### config.mk
export PLATFORM = sky130hd
export DESIGN_NAME = arp_cache_with_request_tracking_unit
export DESIGN_NICKNAME = d
export VERILOG_FILES = /design/src/rtl/arpc_pkg.sv /design/src/rtl/arpc_ram.sv /design/src/rtl/arp_cache_with_request_tracking_unit.sv
export SDC_FILE = /design/constraint.sdc
export NUM_CORES = 2
export LEC_CHECK = 0
export BUFFER_PORTS_ARGS = -buffer_cell sky130_fd_sc_hd__clkbuf_2
export CORE_MARGIN = 3
export CORE_UTILIZATION = 30
export DETAILED_ROUTE_END_ITERATION = 7
export PLACE_DENSITY = 0.44
export SLEW_MARGIN = 10
export SYNTH_ARGS = -nofsm -noshare
export SYNTH_HDL_FRONTEND = slang
export SYNTH_SLANG_ARGS = --single-unit
### constraint.sdc
create_clock -name clk_i -period 23.3 [get_ports clk_i]
set_input_delay 5.825 -clock clk_i [delete_from_list [all_inputs] [get_ports clk_i]]
set_output_delay 5.825 -clock clk_i [all_outputs]
set_load 0.1 [all_outputs]
### src/rtl/arpc_pkg.sv
`default_nettype none
package arpc_pkg;

  localparam int unsigned CacheEntries = 32;
  localparam int unsigned PendEntries  = 8;
  localparam int unsigned CacheIdxW    = $clog2(CacheEntries);
  localparam int unsigned PendIdxW     = $clog2(PendEntries);

  typedef enum logic [1:0] {
    ModeLookup = 2'd0,
    ModeInsert = 2'd1,
    ModeAppend = 2'd2,
    ModeTick   = 2'd3
  } mode_e;

  typedef enum logic [2:0] {
    KindLookup  = 3'd0,
    KindSend    = 3'd1,
    KindRelease = 3'd2,
    KindUnreach = 3'd3,
    KindDone    = 3'd4,
    KindFull    = 3'd5
  } kind_e;

  typedef enum logic [1:0] {
    CfgTimeout = 2'd0,
    CfgRetries = 2'd1,
    CfgResend  = 2'd2
  } cfg_idx_e;

  typedef struct packed {
    logic [1:0]  mode;
    logic [31:0] ip_addr;
    logic [47:0] mac_addr;
    logic [3:0]  iface_id;
  } req_t;

  typedef struct packed {
    logic [2:0]  kind;
    logic        hit;
    logic [31:0] out_ip;
    logic [47:0] out_mac;
    logic [3:0]  out_iface;
    logic [7:0]  packet_count;
    logic        last;
  } rsp_t;

  // Cache entry word: ip, mac, time stamp.
  typedef struct packed {
    logic [31:0] ip;
    logic [47:0] mac;
    logic [15:0] added;
  } cache_ent_t;

  // Pending entry word.
  typedef struct packed {
    logic [31:0] ip;
    logic [3:0]  iface;
    logic [15:0] sent;
    logic [7:0]  retries;
    logic [7:0]  packets;
  } pend_ent_t;

  typedef enum logic [3:0] {
    StIdle,
    StCacheRd,
    StCacheChk,
    StCacheWr,
    StPendRd,
    StPendChk,
    StPendAct,
    StAppendWr,
    StOut
  } state_e;

endpackage
`default_nettype wire

### src/rtl/arpc_ram.sv
`default_nettype none
module arpc_ram #(
  parameter int unsigned Width = 8,
  parameter int unsigned Depth = 8
) (
  input  wire logic                     clk_i,
  input  wire logic                     we_i,
  input  wire logic [$clog2(Depth)-1:0] waddr_i,
  input  wire logic [Width-1:0]         wdata_i,
  input  wire logic [$clog2(Depth)-1:0] raddr_i,
  output      logic [Width-1:0]         rdata_o
);

  logic [Width-1:0] mem_q [Depth];

  always_ff @(posedge clk_i) begin
    if (we_i) begin
      mem_q[waddr_i] <= wdata_i;
    end
    rdata_o <= mem_q[raddr_i];
  end

endmodule
`default_nettype wire

### src/rtl/arp_cache_with_request_tracking_unit.sv
`default_nettype none
// ARP cache with pending-request tracking.
// Requests enter on req_valid_i/req_stall_o with one packed req_t payload:
// a lookup, an insert, a packet append or a one-second tick. Results leave on
// rsp_valid_o/rsp_stall_i as rsp_t, the final one of each request carrying
// last. Configuration is written through cfg_we_i, cfg_idx_i and cfg_data_i;
// the user must do so only while the unit is idle, which it does not enforce.
// One request is worked on at a time. The cache lives in a 32-entry memory
// and the pending table in an 8-entry memory, both with a registered read.
// Each request but an append sweeps the cache entry by entry (read, then
// check), an insert then writes the chosen slot, and every request but a
// lookup then sweeps the pending table entry by entry (read, check, advance).
// Every result passes through the StOut state to the output register. The
// unit returns to idle when the last result is registered and then accepts
// the next request.
// Valid bits are flip-flops cleared at reset, so the unit is ready as soon
// as reset is released. While the receiver stalls, the next result waits
// in a staging register and the sweep does not advance.
module arp_cache_with_request_tracking_unit (
  input  wire logic                clk_i,
  input  wire logic                rst_ni,
  input  wire logic                req_valid_i,
  output      logic                req_stall_o,
  input  wire arpc_pkg::req_t      req_i,
  output      logic                rsp_valid_o,
  input  wire logic                rsp_stall_i,
  output      arpc_pkg::rsp_t      rsp_o,
  input  wire logic                cfg_we_i,
  input  wire logic [1:0]          cfg_idx_i,
  input  wire logic [15:0]         cfg_data_i
);

  localparam int unsigned CW = arpc_pkg::CacheIdxW;
  localparam int unsigned PW = arpc_pkg::PendIdxW;

  arpc_pkg::state_e state_q, state_d, ret_q, ret_d;
  arpc_pkg::req_t   req_q, req_d;
  logic [15:0] timeout_q, timeout_d;
  logic [7:0]  retries_q, retries_d, resend_q, resend_d;
  logic [15:0] now_q, now_d;
  logic [arpc_pkg::CacheEntries-1:0] cvalid_q, cvalid_d;
  logic [arpc_pkg::PendEntries-1:0]  pvalid_q, pvalid_d;
  logic [CW:0] ci_q, ci_d;
  logic [PW:0] pi_q, pi_d;
  // Cache sweep results.
  logic        match_q, match_d, free_q, free_d, hit_q, hit_d;
  logic [CW-1:0] slot_q, slot_d;
  logic [15:0] best_q, best_d;
  logic [47:0] hmac_q, hmac_d;
  // Pending sweep results.
  logic        pfound_q, pfound_d, pfree_q, pfree_d;
  logic [PW-1:0] pslot_q, pslot_d, fslot_q, fslot_d;
  arpc_pkg::pend_ent_t fent_q, fent_d;
  logic        rsp_valid_q, rsp_valid_d;
  arpc_pkg::rsp_t rsp_q, rsp_d;
  // Next result, waiting for the output register.
  arpc_pkg::rsp_t nxt_q, nxt_d;

  logic c_we, p_we;
  logic [CW-1:0] c_waddr, c_raddr;
  logic [PW-1:0] p_waddr, p_raddr;
  arpc_pkg::cache_ent_t c_wdata, c_rdata;
  arpc_pkg::pend_ent_t  p_wdata, p_rdata;

  arpc_ram #(.Width($bits(arpc_pkg::cache_ent_t)), .Depth(arpc_pkg::CacheEntries))
  u_cache_ram (
    .clk_i, .we_i(c_we), .waddr_i(c_waddr), .wdata_i(c_wdata),
    .raddr_i(c_raddr), .rdata_o(c_rdata)
  );

  arpc_ram #(.Width($bits(arpc_pkg::pend_ent_t)), .Depth(arpc_pkg::PendEntries))
  u_pend_ram (
    .clk_i, .we_i(p_we), .waddr_i(p_waddr), .wdata_i(p_wdata),
    .raddr_i(p_raddr), .rdata_o(p_rdata)
  );

  assign req_stall_o = (state_q != arpc_pkg::StIdle);
  assign rsp_valid_o = rsp_valid_q;
  assign rsp_o       = rsp_q;

  always_ff @(posedge clk_i or negedge rst_ni) begin
    if (!rst_ni) begin
      state_q     <= arpc_pkg::StIdle;
      ret_q       <= arpc_pkg::StIdle;
      timeout_q   <= 16'd15;
      retries_q   <= 8'd5;
      resend_q    <= 8'd1;
      now_q       <= '0;
      cvalid_q    <= '0;
      pvalid_q    <= '0;
      ci_q        <= '0;
      pi_q        <= '0;
      rsp_valid_q <= 1'b0;
    end else begin
      state_q     <= state_d;
      ret_q       <= ret_d;
      timeout_q   <= timeout_d;
      retries_q   <= retries_d;
      resend_q    <= resend_d;
      now_q       <= now_d;
      cvalid_q    <= cvalid_d;
      pvalid_q    <= pvalid_d;
      ci_q        <= ci_d;
      pi_q        <= pi_d;
      rsp_valid_q <= rsp_valid_d;
    end
  end

  always_ff @(posedge clk_i) begin
    req_q    <= req_d;
    match_q  <= match_d;
    free_q   <= free_d;
    hit_q    <= hit_d;
    slot_q   <= slot_d;
    best_q   <= best_d;
    hmac_q   <= hmac_d;
    pfound_q <= pfound_d;
    pfree_q  <= pfree_d;
    pslot_q  <= pslot_d;
    fslot_q  <= fslot_d;
    fent_q   <= fent_d;
    rsp_q    <= rsp_d;
    nxt_q    <= nxt_d;
  end

  always_comb begin
    logic [CW-1:0] ci;
    logic [PW-1:0] pi;
    logic [15:0]   age;
    logic          out_free;
    state_d     = state_q;
    ret_d       = ret_q;
    timeout_d   = timeout_q;
    retries_d   = retries_q;
    resend_d    = resend_q;
    now_d       = now_q;
    cvalid_d    = cvalid_q;
    pvalid_d    = pvalid_q;
    ci_d        = ci_q;
    pi_d        = pi_q;
    req_d       = req_q;
    match_d     = match_q;
    free_d      = free_q;
    hit_d       = hit_q;
    slot_d      = slot_q;
    best_d      = best_q;
    hmac_d      = hmac_q;
    pfound_d    = pfound_q;
    pfree_d     = pfree_q;
    pslot_d     = pslot_q;
    fslot_d     = fslot_q;
    fent_d      = fent_q;
    rsp_d       = rsp_q;
    nxt_d       = nxt_q;
    ci          = ci_q[CW-1:0];
    pi          = pi_q[PW-1:0];
    age         = '0;
    out_free    = !rsp_valid_q || !rsp_stall_i;
    rsp_valid_d = rsp_valid_q && rsp_stall_i;
    c_we        = 1'b0;
    c_waddr     = slot_q;
    c_wdata     = '{ip: req_q.ip_addr, mac: req_q.mac_addr, added: now_q};
    c_raddr     = ci;
    p_we        = 1'b0;
    p_waddr     = pi;
    p_wdata     = p_rdata;
    p_raddr     = pi;

    if (cfg_we_i) begin
      unique case (cfg_idx_i)
        arpc_pkg::CfgTimeout: timeout_d = cfg_data_i;
        arpc_pkg::CfgRetries: retries_d = cfg_data_i[7:0];
        arpc_pkg::CfgResend:  resend_d  = cfg_data_i[7:0];
        default: ;
      endcase
    end

    unique case (state_q)
      arpc_pkg::StIdle: begin
        if (req_valid_i) begin
          req_d    = req_i;
          ci_d     = '0;
          pi_d     = '0;
          match_d  = 1'b0;
          free_d   = 1'b0;
          hit_d    = 1'b0;
          slot_d   = '0;
          best_d   = '0;
          hmac_d   = '0;
          pfound_d = 1'b0;
          pfree_d  = 1'b0;
          pslot_d  = '0;
          fslot_d  = '0;
          fent_d   = '0;
          if (req_i.mode == arpc_pkg::ModeTick) begin
            now_d = now_q + 16'd1;
          end
          state_d = (req_i.mode == arpc_pkg::ModeAppend) ? arpc_pkg::StPendRd
                                                         : arpc_pkg::StCacheRd;
        end
      end
      arpc_pkg::StCacheRd: begin
        state_d = arpc_pkg::StCacheChk;
      end
      arpc_pkg::StCacheChk: begin
        age = now_q - c_rdata.added;
        state_d = arpc_pkg::StCacheRd;
        unique case (req_q.mode)
          arpc_pkg::ModeLookup: begin
            if (cvalid_q[ci] && c_rdata.ip == req_q.ip_addr && !hit_q) begin
              hit_d  = 1'b1;
              hmac_d = c_rdata.mac;
            end
          end
          arpc_pkg::ModeInsert: begin
            if (!match_q) begin
              if (cvalid_q[ci] && c_rdata.ip == req_q.ip_addr) begin
                match_d = 1'b1;
                slot_d  = ci;
              end else if (!free_q) begin
                if (!cvalid_q[ci]) begin
                  free_d = 1'b1;
                  slot_d = ci;
                end else if (ci == '0 || age > best_q) begin
                  slot_d = ci;
                  best_d = age;
                end
              end
            end
          end
          arpc_pkg::ModeTick: begin
            if (cvalid_q[ci] && age > timeout_q) begin
              cvalid_d[ci] = 1'b0;
            end
          end
          default: ;
        endcase
        if (ci_q == (CW+1)'(arpc_pkg::CacheEntries - 1)) begin
          ci_d = '0;
          if (req_q.mode == arpc_pkg::ModeLookup) begin
            state_d = arpc_pkg::StOut;
            ret_d   = arpc_pkg::StIdle;
            nxt_d   = '{kind: arpc_pkg::KindLookup, hit: hit_d, out_ip: req_q.ip_addr,
                        out_mac: hit_d ? hmac_d : 48'd0, out_iface: 4'd0,
                        packet_count: 8'd0, last: 1'b1};
          end else if (req_q.mode == arpc_pkg::ModeInsert) begin
            state_d = arpc_pkg::StCacheWr;
          end else begin
            state_d = arpc_pkg::StPendRd;
          end
        end else begin
          ci_d = ci_q + 1'b1;
        end
      end
      arpc_pkg::StCacheWr: begin
        c_we = 1'b1;
        cvalid_d[slot_q] = 1'b1;
        state_d = arpc_pkg::StPendRd;
      end
      arpc_pkg::StPendRd: begin
        state_d = arpc_pkg::StPendChk;
      end
      arpc_pkg::StPendChk: begin
        // Default: step to next entry unless an action needs a result.
        state_d = arpc_pkg::StPendAct;
        ret_d   = arpc_pkg::StPendRd;
        age     = now_q - p_rdata.sent;
        unique case (req_q.mode)
          arpc_pkg::ModeInsert: begin
            if (pvalid_q[pi] && p_rdata.ip == req_q.ip_addr) begin
              pvalid_d[pi] = 1'b0;
              nxt_d = '{kind: arpc_pkg::KindRelease, hit: 1'b0, out_ip: req_q.ip_addr,
                        out_mac: req_q.mac_addr, out_iface: p_rdata.iface,
                        packet_count: p_rdata.packets, last: 1'b0};
              state_d = arpc_pkg::StOut;
              ret_d   = arpc_pkg::StPendAct;
            end
          end
          arpc_pkg::ModeAppend: begin
            if (pvalid_q[pi]) begin
              if (!pfound_q && p_rdata.ip == req_q.ip_addr &&
                  p_rdata.iface == req_q.iface_id) begin
                pfound_d = 1'b1;
                pslot_d  = pi;
                fent_d   = p_rdata;
              end
            end else if (!pfree_q) begin
              pfree_d = 1'b1;
              fslot_d = pi;
            end
          end
          arpc_pkg::ModeTick: begin
            if (pvalid_q[pi]) begin
              if (p_rdata.retries > retries_q) begin
                pvalid_d[pi] = 1'b0;
                nxt_d = '{kind: arpc_pkg::KindUnreach, hit: 1'b0, out_ip: p_rdata.ip,
                          out_mac: 48'd0, out_iface: p_rdata.iface,
                          packet_count: p_rdata.packets, last: 1'b0};
                state_d = arpc_pkg::StOut;
                ret_d   = arpc_pkg::StPendAct;
              end else if (age > 16'(resend_q)) begin
                p_we = 1'b1;
                p_wdata.sent = now_q;
                if (p_rdata.retries != 8'hFF) begin
                  p_wdata.retries = p_rdata.retries + 8'd1;
                end
                nxt_d = '{kind: arpc_pkg::KindSend, hit: 1'b0, out_ip: p_rdata.ip,
                          out_mac: 48'd0, out_iface: p_rdata.iface,
                          packet_count: 8'd0, last: 1'b0};
                state_d = arpc_pkg::StOut;
                ret_d   = arpc_pkg::StPendAct;
              end
            end
          end
          default: ;
        endcase
      end
      arpc_pkg::StPendAct: begin
        // Advance the pending sweep, or finish the request.
        if (pi_q == (PW+1)'(arpc_pkg::PendEntries - 1)) begin
          pi_d = '0;
          if (req_q.mode == arpc_pkg::ModeAppend) begin
            state_d = arpc_pkg::StAppendWr;
          end else begin
            nxt_d = '{kind: arpc_pkg::KindDone, hit: 1'b0, out_ip: 32'd0, out_mac: 48'd0,
                      out_iface: 4'd0, packet_count: 8'd0, last: 1'b1};
            state_d = arpc_pkg::StOut;
            ret_d   = arpc_pkg::StIdle;
          end
        end else begin
          pi_d    = pi_q + 1'b1;
          state_d = arpc_pkg::StPendRd;
        end
      end
      arpc_pkg::StAppendWr: begin
        state_d = arpc_pkg::StOut;
        if (pfound_q) begin
          // Only the packet count changes; the rest of the entry is kept.
          if (fent_q.packets != 8'hFF) begin
            p_we            = 1'b1;
            p_waddr         = pslot_q;
            p_wdata         = fent_q;
            p_wdata.packets = fent_q.packets + 8'd1;
          end
          nxt_d = '{kind: arpc_pkg::KindDone, hit: 1'b0, out_ip: 32'd0, out_mac: 48'd0,
                    out_iface: 4'd0, packet_count: 8'd0, last: 1'b1};
          ret_d = arpc_pkg::StIdle;
        end else if (pfree_q) begin
          p_we    = 1'b1;
          p_waddr = fslot_q;
          p_wdata = '{ip: req_q.ip_addr, iface: req_q.iface_id, sent: now_q,
                      retries: 8'd0, packets: 8'd1};
          pvalid_d[fslot_q] = 1'b1;
          nxt_d = '{kind: arpc_pkg::KindSend, hit: 1'b0, out_ip: req_q.ip_addr,
                    out_mac: 48'd0, out_iface: req_q.iface_id, packet_count: 8'd0,
                    last: 1'b0};
          ret_d = arpc_pkg::StPendAct;
          pi_d  = (PW+1)'(arpc_pkg::PendEntries - 1);
          req_d.mode = arpc_pkg::ModeLookup;
        end else begin
          nxt_d = '{kind: arpc_pkg::KindFull, hit: 1'b0, out_ip: req_q.ip_addr,
                    out_mac: 48'd0, out_iface: req_q.iface_id, packet_count: 8'd0,
                    last: 1'b0};
          ret_d = arpc_pkg::StPendAct;
          pi_d  = (PW+1)'(arpc_pkg::PendEntries - 1);
          req_d.mode = arpc_pkg::ModeLookup;
        end
      end
      arpc_pkg::StOut: begin
        if (out_free) begin
          rsp_d       = nxt_q;
          rsp_valid_d = 1'b1;
          state_d     = ret_q;
        end
      end
      default: state_d = arpc_pkg::StIdle;
    endcase
  end

endmodule
`default_nettype wire

Word-level counts from Yosys, hierarchy flattened --
Memories as Yosys holds them, arrays and structs flattened. A register that Yosys moved wholly into a read port is not among the register bits. Cells that the tools add are included.
Operators by class: add/subtract/negate cells 7, $mul 0, divide/modulo/power cells 0, magnitude comparators 12, equality and inequality tests 49, shifts and indexed selects 0, multiplexer cells 155, bitwise logic cells 6, reductions and logical operators 49
Operators with widths (number):
- 97-bit two-way mux | 10
- 68-bit two-way mux | 7
- 97-bit one-hot mux with 4 select lines | 1
- 97-bit one-hot mux with 2 select lines | 1
- 48-bit two-way mux | 4
- 68-bit one-hot mux with 2 select lines | 1
- 16-bit two-way mux | 7
- 24-bit two-way mux | 4
- 48-bit one-hot mux with 2 select lines | 1
- 86-bit two-way mux | 1
- 4-bit two-way mux | 17
- 32-bit == test | 2
- 32-bit two-way mux | 2
- 32-bit one-hot mux with 2 select lines | 1
- 8-bit two-way mux | 7
- 24-bit one-hot mux with 2 select lines | 1
- 2-bit != test, second input constant | 20
- 3-bit two-way mux | 13
- 1-bit two-way mux | 37
- 36-bit two-way mux | 1
- 4-bit one-hot mux with 9 select lines | 1
- 5-bit two-way mux | 7
- 32-bit bitwise AND | 1
- 16-bit > comparator | 2
- 61 further kinds | 129
Word-level totals: flip-flop bits (word level) 535, latch bits 0, memory bits (writable) 3616, bits in read-only memories 0, bits of input ports 109, output and inout bits 99, word-level logic and storage cells 324, memories kept 2
Memories:
- u_cache_ram.mem_q | words 32, width 96, rd ports 1, clocked after memory_dff 1, wr ports 1, line arpc_ram.sv:14 | logic [Width-1:0] mem_q [Depth];
- u_pend_ram.mem_q | words 8, width 68, rd ports 1, clocked after memory_dff 1, wr ports 1, line arpc_ram.sv:14

Longest topological paths before layout --
depth in word-level cells 11, depth in mapped cells 24, depth with buffers taken out 23

Hierarchy --
Synthesis repeated with hierarchy kept, for this count alone.
Second synthesis, totals: cell total of the unflattened synthesis 8533, area total of the unflattened synthesis 165605.1 µm²
By module, submodules not included:
- arpc_ram at u_cache_ram | times used 1, cells each 5604, area an instance 118492.4 µm², seq. area each 94170.3 µm²
- arp_cache_with_request_tracking_unit | times used 1, cells each 2062, area an instance 25315.5 µm², seq. area each 15488.6 µm²
- arpc_ram at u_pend_ram | times used 1, cells each 867, area an instance 21797.2 µm², seq. area each 17697.0 µm²

Worst setup path before layout --
Ideal clock, no wire load.
path kind input-to-reg, start input rsp_stall_i, end register state_q[2], setup time 0.105 ns, arrival 11.173 ns, required time 23.195 ns, slack 12.022 ns, stages 3, path buffers 0, cells stage by stage a21oi_1 -> nor2_1 -> a31oi_1
On the way: cells in the longest elaborated chain, start to end 4
Ends and longest elaborated chain:
- start: declaration | line arp_cache_with_request_tracking_unit.sv:26 | input wire logic rsp_stall_i,
- 1-bit logical NOT | line arp_cache_with_request_tracking_unit.sv:158 | out_free = !rsp_valid_q || !rsp_stall_i;
- 1-bit logical OR | line arp_cache_with_request_tracking_unit.sv:158
- 2-bit != test (no source line)
- 2-bit AND reduction (no source line)
- end signal: assignment | line arp_cache_with_request_tracking_unit.sv:83 | state_q <= arpc_pkg::StIdle;
- end signal: assignment | line arp_cache_with_request_tracking_unit.sv:95 | state_q <= state_d;
- end: declaration | line arp_cache_with_request_tracking_unit.sv:36 | arpc_pkg::state_e state_q, state_d, ret_q, ret_d;
Every way passes these cells. A chain may end at the register's enable or synchronous reset.

Worst setup path in the final report --
start register state_q[3], end output req_stall_o
On the way: cells in the longest elaborated chain, start to end 1
Ends and longest elaborated chain:
- 4-bit nonzero test | line arp_cache_with_request_tracking_unit.sv:77 | assign req_stall_o = (state_q != arpc_pkg::StIdle);
- end: declaration | line arp_cache_with_request_tracking_unit.sv:23 | output logic req_stall_o,
Every way passes these cells.

==> reports/metrics.yaml <==
floorplan:
  fp-row-count: 269
  core_um2: 537000
  die_area_um2: 548000
  io_pins: 208
  die_x_um: 740
  start_util_pct: 30.1
  fp.dieH_um: 740
sta:
  period_share_pct: 37.7
  max_slew.worst_pin.slew_ps: 1310
  finalClockSkew_ps: 108
  fin_tns_setup_ps: 0
  setup_violations: 0
  hold_viol: 0
  clock.fmax_ghz: 0.114
  max_slew_margin_pct: 12.0
  finalMaxSlewViolations: 0
  period_needed_ps: 8770
  rsz0062_at_grt: "false"
worst_setup_path:
  critPathRequiredTime_ps: 17480
  crit_type: "register to primary output"
  cp-start-kind: "register"
  slowest_delay_ps: 700
  worstPathCellList: "nor2_1 > nand2_1 > clkbuf_2"
  cp_max_fo: 10
  arrival_ps: 2950
  cp_slowest_cell: "nor2_1"
  crit_path_end_kind: "primary output"
synthesis:
  synthMostInstantiatedCell: "edfxtp_1"
  synthCells: 7801
  synth-compound-area-share_pct: 4.91
  synth_edf_count: 4044
  synth.mux.area_fraction_pct: 11.3
  synth.avg_cell_area_um2: 20.7
  syn_nets: 7998
  synth_top_family_by_area: "multiplexers"
  synthTopCellsByArea: "edfxtp_1 (75%), mux4_2 (11%), a22oi_1 (3.2%)"
  synth_ff_type: "edfxtp_1"
  synthDominantCellAreaShare_pct: 75.0
  ys_ff_latch: 4313
  ys_top_cells_by_count: "edfxtp_1 (4044), mux4_2 (776), a22oi_1 (698), clkbuf_1 (281), nor2_1 (198)"
  synth_fa_ha_area_share_pct: 0.690
  synth_area_um2: 162000
  ys_types: 78
  synth-simple-area-share_pct: 2.60
  async_flop_share_pct: 2.43
  yosysSeqAreaShare_pct: 78.7
  synthXorXnorAreaFrac_pct: 0.590
  synth_top_area_cell: "edfxtp_1"
  yosys_warnings: 0
place:
  hpwl_um: 253000
  gp_congestion: 0.752
  portBuffers: 207
pwr:
  pwr_density_cell_nw_per_um2: 111
  power.total_mw: 20.8
  p_leak_nw: 58.5
  peakVddDrop_v: 0.0000732
routing:
  wl_per_cell_um: 31.3
  drtAntennaViolNets: 0
  wl_um: 497000
  num_vias: 82918
  avgViaCountPerCell: 5.21
  drtIter0Drc: 7750
  first_pass_iters: 5
  drc: 0
cells_and_area:
  drive_gt1_share_pct: 23.6
  final_net_count: 8518
  syn2layout_area_growth_pct: 16.3
global_routing:
  antenna_found_initial: 35
  grt_pass1_wl_um: 690000
  track_usage_pct: 17.7
  grt_pass1_vias: 86378
  overflow: 0
  grt_max_degree: 89
clock_tree:
  htree_levels: 5
  cts_root_buf: "clkbuf_16"
  cts_hold_buf: 0
  cts_resized: 0
  clkTransAtPathRegs_ps: 60
  insertion_delay_ps: 1030
  clockBufferDepth: 4
  cts_made_buffers: 447
  numClockSinks: 4313
  post-cts-setup-buffers: 0
  tritoncts: "done"
hold_path:
  min_path_type: "register to register"
outcome:
  outcome: "complete, no violations"
run:
  cap_violations: 0
kinds of logic after synthesis:
family / Yosys count
AO/OA/AOI/OAI: 1107
XOR/XNOR: 109
adder cells (fa/ha/maj): 88
buffers and inverters: 509
flip-flops: 4313
multiplexers: 856
AND/OR/NAND/NOR: 819
metal layers:
layer	global-route usage, %	share of wire [%]	wire, um	up-vias
li1	-	-	-	33685
met5	0	0	0	-
met3	2.02	5.1	25500	656
met2	29.4	48	240000	2613
met1	25.2	45	222000	45964
met4	3.55	2.0	10100	0
layout make-up:
class / count / area (um2)
fillers: 50072 / 349000
flip-flops and latches: 4313 / 127000
multi-input cells: 2979 / 33000
clock buffers: 598 / 12300
well taps: 7181 / 8980
repair buffers: 475 / 3370
clock inverters: 243 / 2740
inverters: 105 / 405
diodes: 12 / 30.0
where the power goes:
group	switching (mW)	total, mW	internal (mW)
Combinational	2.35	3.71	1.36
Sequential	0.402	9.81	9.41
Clock	3.06	7.31	4.24
Total	5.82	20.8	15.0
worst paths after layout:
kind | start | cells after the start | slack (ps) | to
max in group asynchronous | rst_ni | 2 | 16940 | ci_q[0]
worst max-delay path | state_q[3] | 3 | 14530 | req_stall_o
worst min register to register | nxt_q[82] | 0 | 410 | rsp_o[82]
min in group asynchronous | rst_ni | 1 | 4810 | rsp_valid_o
worst max register to register | now_q[0] | 19 | 16150 | u_pend_ram.mem_q[0][45]
worst min-delay path | nxt_q[82] | 0 | 410 | rsp_o[82]
sequential cells by signal (all words and copies together) (netlist names), 8 cells and up:
name and count:
u_cache_ram.mem_q 3072, retries_q 8, hmac_q 48, fent_q 68
resend_q 8, u_pend_ram.rdata_o 68, rsp_o 97, cvalid_q 32
best_q 16, timeout_q 16, pvalid_q 8, u_cache_ram.rdata_o 96
u_pend_ram.mem_q 544, now_q 16, nxt_q 97, c_wdata 80
critical path, delay by kind of cell, from the launching register on:
kind                   cells  cell delay [ps]
buffers and inverters      1              460
and+or+nand+nor            2             1040
DFF                        1              470
per-stage QoR:
step / worst slack, ps / area [um2] / utilization (%) / cells / hold WS [ps]
3_5_place_dp: 14730 / 173000 / 32.2 / 15046 / 405
6_report: 14530 / 188000 / 35.0 / 15906 / 415
2_1_floorplan: 12020 / 162000 / - / 7801 / 400
5_1_grt: 14340 / 188000 / 35.0 / 15895 / 431
3_3_place_gp: 14770 / 173000 / 32.2 / 15046 / 402
4_1_cts: 14420 / 188000 / 35.0 / 15887 / 419
layout by cell type (no fill, tap or decap), drive strengths merged, types with 68 or more instances in the layout:
cell	instances
nand4	189
a21oi	68
nand2	180
o21ai	154
clkinv	179
dfrtp	98
clkbuf	804
mux4	776
and2	83
dfxtp	164
inv	109
nor2	198
ha	86
buf	269
a22oi	699
edfxtp	4044
(Power assumes the default switching activity.)
